## config.mk

```make
export PLATFORM = sky130hd
export DESIGN_NAME = debounced_multi_click_counter
export DESIGN_NICKNAME = d
export VERILOG_FILES = /design/src/hw/rtl/dmcc_pkg.sv /design/src/hw/rtl/debounced_multi_click_counter.sv
export VERILOG_INCLUDE_DIRS = /design/src /design/src/hw/rtl
export SDC_FILE = /design/constraint.sdc
export NUM_CORES = 1
export LEC_CHECK = 0
export ABC_AREA = 1
export BUFFER_PORTS_ARGS = -buffer_cell sky130_fd_sc_hd__buf_4
export CORE_UTILIZATION = 47
export DETAILED_ROUTE_END_ITERATION = 10
export SYNTH_ARGS = -nofsm -noshare
export SYNTH_HDL_FRONTEND = slang
export SYNTH_SLANG_ARGS = --single-unit
```

## constraint.sdc

```tcl
create_clock -name clk -period 6.6 [get_ports clk]
set_clock_uncertainty 0.05 [all_clocks]
set_input_delay 1.32 -clock clk [delete_from_list [all_inputs] [get_ports clk]]
set_output_delay 1.32 -clock clk [all_outputs]
set_load 0.03 [all_outputs]
```

## src/hw/rtl/debounced_multi_click_counter_macros.svh

```systemverilog
// ----------------------------------------------------------------------------
// Assertion macros for the debounced multi-click counter.
// Both expect clk and rst_n in scope at the point of use.
// ----------------------------------------------------------------------------
`ifndef DEBOUNCED_MULTI_CLICK_COUNTER_MACROS_SVH
`define DEBOUNCED_MULTI_CLICK_COUNTER_MACROS_SVH

// antecedent implies consequent in the same cycle
`define DMCC_ASSERT_NOW(lbl, ant, con, msg) \
  lbl: assert property (@(posedge clk) disable iff (!rst_n) (ant) |-> (con)) \
    else $error(msg);

// antecedent implies consequent in the next cycle
`define DMCC_ASSERT_NEXT(lbl, ant, con, msg) \
  lbl: assert property (@(posedge clk) disable iff (!rst_n) (ant) |=> (con)) \
    else $error(msg);

`endif

```

## src/hw/rtl/dmcc_pkg.sv

```systemverilog
// ----------------------------------------------------------------------------
// dmcc_pkg
// Types and fixed constants of the debounced multi-click counter.
// ----------------------------------------------------------------------------
package dmcc_pkg;

  localparam int CFG_BITS     = 16;
  localparam int COUNT_BITS   = 8;
  localparam int IN_TICK_BITS = 32;

  typedef logic [0:0]            cfg_idx_t;
  typedef logic [CFG_BITS-1:0]   cfg_val_t;
  typedef logic [COUNT_BITS-1:0] count_t;

  localparam cfg_idx_t CFG_IDX_DEBOUNCE  = 1'b0;
  localparam cfg_idx_t CFG_IDX_CLICK_GAP = 1'b1;

  localparam cfg_val_t DEBOUNCE_RST  = 16'd50;
  localparam cfg_val_t CLICK_GAP_RST = 16'd250;

endpackage

```

## src/hw/rtl/debounced_multi_click_counter.sv

```systemverilog
// ----------------------------------------------------------------------------
// debounced_multi_click_counter
// Counts debounced button presses and reports a burst once the line goes quiet.
// ----------------------------------------------------------------------------
// Usage:
//   Input channel (in_valid/in_ready): one poll per item, carrying the sampled
//   line level and the free-running tick value.
//   Output channel (out_valid/out_ready): exactly one item per poll, the
//   finished click count of a burst, or 0 when there is nothing to report.
//   Config port (cfg_we/cfg_index/cfg_wdata): debounce and click-gap limits in
//   ticks; the user must write them only while the block is idle (unchecked).
//   An accepted poll's result is registered in the output or skid register.
//   Throughput: 1 item per cycle while in_ready is high; the poll update is one
//   combinational pass between the state registers and the output register.
//   A two-entry output buffer (output register plus skid) keeps in_ready high
//   while one result waits; in_ready drops only when both entries are full.
//   Reset: limits return to 50 and 250 ticks, all tracking state clears and
//   the output buffer empties.
// ----------------------------------------------------------------------------
`include "debounced_multi_click_counter_macros.svh"

module debounced_multi_click_counter import dmcc_pkg::*; #(
  parameter int TICK_BITS = 32
) (
  input  logic                    clk,
  input  logic                    rst_n,
  input  logic                    cfg_we,
  input  cfg_idx_t                cfg_index,
  input  cfg_val_t                cfg_wdata,
  input  logic                    in_valid,
  output logic                    in_ready,
  input  logic                    in_line_level,
  input  logic [IN_TICK_BITS-1:0] in_now_tick,
  output logic                    out_valid,
  input  logic                    out_ready,
  output count_t                  out_click_total
);

  cfg_val_t debounce_r, click_gap_r;

  logic                 held_level_r, held_level_nxt;
  logic [TICK_BITS-1:0] edge_time_r, edge_time_nxt;
  logic                 click_taken_r, click_taken_nxt;
  count_t               pending_r, pending_nxt;
  logic [TICK_BITS-1:0] last_click_r, last_click_nxt;

  logic   out_valid_r, out_valid_nxt;
  count_t out_data_r, out_data_nxt;
  logic   skid_valid_r, skid_valid_nxt;
  count_t skid_data_r, skid_data_nxt;

  logic                 in_fire, out_fire;
  logic [TICK_BITS-1:0] now_t, since_edge, since_click;
  logic                 level_change, click_now;
  count_t               pend_upd, report;

  assign in_ready  = !skid_valid_r;
  assign in_fire   = in_valid && in_ready;
  assign out_valid = out_valid_r;
  assign out_fire  = out_valid_r && out_ready;
  assign out_click_total = out_data_r;

  // ---------------- poll update ----------------
  assign now_t        = TICK_BITS'(in_now_tick);
  assign since_edge   = now_t - edge_time_r;
  assign since_click  = now_t - last_click_r;
  assign level_change = in_line_level != held_level_r;
  assign click_now    = !level_change && held_level_r && !click_taken_r &&
                        (since_edge > TICK_BITS'(debounce_r));
  assign pend_upd     = click_now ? pending_r + count_t'(1) : pending_r;

  // a click taken this poll has zero gap, so it can never report here
  always_comb begin
    report = '0;
    if (pend_upd != '0 && !click_now && since_click > TICK_BITS'(click_gap_r)) begin
      report = pend_upd;
    end
  end

  always_comb begin
    held_level_nxt  = held_level_r;
    edge_time_nxt   = edge_time_r;
    click_taken_nxt = click_taken_r;
    pending_nxt     = pending_r;
    last_click_nxt  = last_click_r;
    if (in_fire) begin
      if (level_change) begin
        held_level_nxt  = in_line_level;
        edge_time_nxt   = now_t;
        click_taken_nxt = 1'b0;
      end else if (click_now) begin
        click_taken_nxt = 1'b1;
        last_click_nxt  = now_t;
      end
      pending_nxt = (report != '0) ? '0 : pend_upd;
    end
  end

  // ---------------- output buffer ----------------
  always_comb begin
    out_valid_nxt  = out_valid_r;
    out_data_nxt   = out_data_r;
    skid_valid_nxt = skid_valid_r;
    skid_data_nxt  = skid_data_r;
    if (skid_valid_r) begin
      if (out_fire) begin
        out_data_nxt   = skid_data_r;
        skid_valid_nxt = 1'b0;
      end
    end else if (in_fire) begin
      if (!out_valid_r || out_fire) begin
        out_valid_nxt = 1'b1;
        out_data_nxt  = report;
      end else begin
        skid_valid_nxt = 1'b1;
        skid_data_nxt  = report;
      end
    end else if (out_fire) begin
      out_valid_nxt = 1'b0;
    end
  end

  always_ff @(posedge clk) begin
    if (!rst_n) begin
      debounce_r    <= DEBOUNCE_RST;
      click_gap_r   <= CLICK_GAP_RST;
      held_level_r  <= 1'b0;
      edge_time_r   <= '0;
      click_taken_r <= 1'b0;
      pending_r     <= '0;
      last_click_r  <= '0;
      out_valid_r   <= 1'b0;
      skid_valid_r  <= 1'b0;
    end else begin
      if (cfg_we) begin
        case (cfg_index)
          CFG_IDX_DEBOUNCE:  debounce_r  <= cfg_wdata;
          CFG_IDX_CLICK_GAP: click_gap_r <= cfg_wdata;
          default: ;
        endcase
      end
      held_level_r  <= held_level_nxt;
      edge_time_r   <= edge_time_nxt;
      click_taken_r <= click_taken_nxt;
      pending_r     <= pending_nxt;
      last_click_r  <= last_click_nxt;
      out_valid_r   <= out_valid_nxt;
      skid_valid_r  <= skid_valid_nxt;
    end
  end

  always_ff @(posedge clk) begin
    out_data_r  <= out_data_nxt;
    skid_data_r <= skid_data_nxt;
  end

  // ---------------- assertions ----------------
  `DMCC_ASSERT_NOW(a_skid_behind_out, skid_valid_r, out_valid_r, "skid full with output empty")
  `DMCC_ASSERT_NEXT(a_click_marks_taken, in_fire && click_now, click_taken_r && held_level_r, "counted click not marked")
  `DMCC_ASSERT_NEXT(a_report_clears, in_fire && report != '0, pending_r == '0, "reported clicks still pending")

endmodule
```

==> summary.md <==
| Metric | Value |
|---|---|
| First-pass GRT wire length | `approximately 43 mm` |
| DR DRC count | `0` |
| Crit share post-route | `0.797` |
| RR Endpoint | `last_click_r[0]$_SDFFE_PN0P_` |
| Worst setup path startpoint | `in_now_tick[0]` |
| Count of final hold-check violations | `0` |
| Fill cell count | `~2200` |
| Root Buffer | `clkbuf_16` |
| Crit start category | `input pin` |
| Max VDD drop | `roughly 0.15 mV` |
| Drt initial violations | `roughly 520` |
| Drt total wl | `between 20 and 30 mm` |
| GR Util All Layers | `0.249` |
| Area Overhead vs Synth | `12.1%` |
| Worst Path Arrival | `about 5.5 ns` |
| Seq/Total Area, Yosys | `0.263` |
| Input/output buffers | `64` |
| Tightest Pin Transition | `1.16 ns` |
| Setup tns final | `0 ns` |
| Drt first pass iters | `5` |
| Min-delay worst type | `reg -> reg` |
| Number of synthesized flops with an enable pin | `16` |
| Routed wire per std cell | `13.8 um` |
| Number of nets in the layout | `between 1500 and 2000` |
| Die ar. | `22000 sq um` |
| Number of setup buffers added after CTS | `0` |
| CTS tree | `built` |
| Leakage | `between 0.005 and 0.006 uW` |
| Detailed placement HPWL | `21.2 mm` |
| Detailed-route via count | `9460` |
| DIE WIDTH | `between 100 and 150 um` |
| Synth Cell Area | `10100 sq um` |
| Initial antenna violation count | `0` |
| Htree depth | `4` |
| Avg Cell Area, Syn | `approximately 6.4 sq um` |
| GP Congestion | `slightly below 0.9` |
| CP Max Fanout | `64` |
| Share of layout cells above drive strength 1 | `0.100` |
| Antenna cells | `0` |
| Final ANT Viol Nets | `0` |
| Hold buffer count at CTS | `0` |
| Syn Nets | `between 1500 and 2000` |
| Post-synthesis cell type count | `between 40 and 50` |
| Commonest non-fill, non-tap cell in the layout | `nand2_1` |
| Post-cts sizing count | `0` |
| WS Path Type | `in -> reg` |
| DIE HEIGHT | `around 150 um` |
| Largest net degree at the start of global routing | `65` |
| Sink Count | `~120` |
| R2R depth | `24` |
| Mapped Cells | `about 1600` |
| Clock Latency Late Sink | `around 0.43 ns` |
| # rows | `53` |
| MaxCap Viol Count | `0` |
| Relative slew margins | `0.225` |
| Clock transition at the registers of the reported paths | `roughly 0.060 ns` |
| Ys Warns | `0` |
| Synth area leader | `dfxtp_1` |
| R2r setup slk | `approximately 2.1 ns` |
| Synth async-reset ratio | `0` |
| Crit path required time | `between 6 and 7 ns` |
| Fin crit period | `about 5.3 ns` |
| Critical Path End Type | `flop` |
| Unrepaired setup endpoints after global routing | `no` |
| CP Capture Point | `last_click_r[0]$_SDFFE_PN0P_` |
| Fin. max-slew vios | `0` |
| Initial Util | `0.479` |
| Top-area cell type share of the netlist area | `0.215` |
| CTS max path bufs | `2` |
| Commonest non-fill, non-tap cells in the layout | `nand2_1 (415), inv_1 (281), a21oi_1 (152)` |
| Synth area leaders | `dfxtp_1 (21%), nand2_1 (16%), ha_1 (12%)` |
| Status | `completed` |
| Seq cells post-synth | `124` |
| Io pins | `65` |
| Via density | `roughly 5.0` |
| Remaining Overflow, GRT | `0` |
| Final Setup Violations | `0` |
| Achievable Freq | `190 MHz` |
| Power Dens Cells | `about 220 nW/um^2` |
| Hold WS | `between 0.4 and 0.5 ns` |
| Inserted Clock Buffers | `17` |
| Prevailing post-synth register cell | `dfxtp_1` |
| Worst r2r src | `edge_time_r[7]$_SDFFE_PN0P_` |
| Vias in the first global route | `between 8000 and 9000` |
| Core footprint | `around 21000 sq um` |
==> metrics by stage <==
stage | std cells | total power (uW) | utilization | instance area, sq um | setup WS [ns]
after floorplan | 1565 | 1370 | - | 10100 | 1.82
after global placement | 1872 | 1560 | 0.509 | 10700 | 1.01
after detailed placement | 1872 | 1570 | 0.509 | 10700 | 0.960
after CTS | 1904 | 2510 | 0.536 | 11300 | 1.39
after global routing | 1904 | 2640 | 0.536 | 11300 | 1.01
final | 1904 | 2480 | 0.536 | 11300 | 1.34
==> cell families (layout without fill, tap and decap cells) <==
group | Yosys count | count (layout) | synth area share
and+or+nand+nor | 663 | 663 | 0.279
buffers and inverters | 330 | 394 | 0.130
AOI/OAI and AO/OA | 301 | 301 | 0.161
DFF | 124 | 124 | 0.263
adders and majority gates | 98 | 98 | 0.123
xor gates and xnor gates | 49 | 49 | 0.0427
==> state kept, by name, summed over array words and instances, names as in the netlist <==
signal,cells
debounce_r,16
out_valid,1
click_taken_r,1
out_click_total,8
last_click_r,32
skid_valid_r,1
pending_r,8
click_gap_r,16
held_level_r,1
edge_time_r,32
skid_data_r,8
==> Yosys cell counts, types with 6 or more instances <==
cell	count
a21oi_1	152
a21oi_2	8
buf_6	6
clkbuf_1	24
dfxtp_1	108
edfxtp_1	16
ha_1	96
inv_1	281
inv_2	15
nand2_1	416
nand2_2	23
nand3_1	48
nand3b_1	6
nand4_1	15
nor2_1	118
nor2_2	8
nor3_1	8
o211ai_1	13
o21ai_0	79
o21ai_1	28
o21bai_1	8
xnor2_1	13
xor2_1	36
==> critical path, stage by stage <==
cell     delay, ns
buf_4         0.09
inv_1         0.06
ha_1          0.23
fa_1          0.41
inv_1         0.11
nand2_1       0.06
nand3_1       0.13
nand2_1       0.10
nand2_1       0.16
xor2_1        0.12
ha_1          0.29
nand2_1       0.07
nor3_1        0.25
nand2_1       0.08
nand2_1       0.06
nand2_1       0.06
nand3_1       0.09
nor2_2        0.05
nand2_2       0.07
nor2_4        0.04
nand2_4       0.10
nand2_4       0.13
or3_2         0.91
o21ai_0       0.36
a21oi_1       0.06
==> power breakdown <==
part,switching (uW),internal [uW]
Sequential,10.9,802
Clock,372,558
Combinational,472,265
==> worst min-delay path by stage <==
stage	start	to	cells after the start
floorplan	last_click_r[0]$_SDFFE_PN0P_	last_click_r[0]$_SDFFE_PN0P_	2
global placement	last_click_r[0]$_SDFFE_PN0P_	last_click_r[0]$_SDFFE_PN0P_	2
detailed placement	last_click_r[0]$_SDFFE_PN0P_	last_click_r[0]$_SDFFE_PN0P_	2
CTS	last_click_r[0]$_SDFFE_PN0P_	last_click_r[0]$_SDFFE_PN0P_	2
global route	last_click_r[0]$_SDFFE_PN0P_	last_click_r[0]$_SDFFE_PN0P_	2
finish	edge_time_r[6]$_SDFFE_PN0P_	edge_time_r[6]$_SDFFE_PN0P_	2
==> final cells by class <==
class / count / area (sq um) / area share
multi-input cells: 1111 / 6110 / 0.542
repair buffers: 65 / 488 / 0.0433
clock buffers: 19 / 433 / 0.0384
clock inverters: 13 / 141 / 0.0125
well taps: 275 / 344 / 0.0305
inverters: 297 / 1110 / 0.0989
flip-flops and latches: 124 / 2640 / 0.234
==> routing by layer <==
metal  part of all wire  wire, um  vias to the layer above  track usage
met5                  0         0                        -            0
li1                   -         -                     5065            -
met2               0.45     11900                      173        0.406
met4              0.014       367                        0       0.0732
met1               0.50     13100                     4198        0.338
met3              0.040      1040                       24       0.0374
Note: power is estimated with default switching activity, not from simulation.
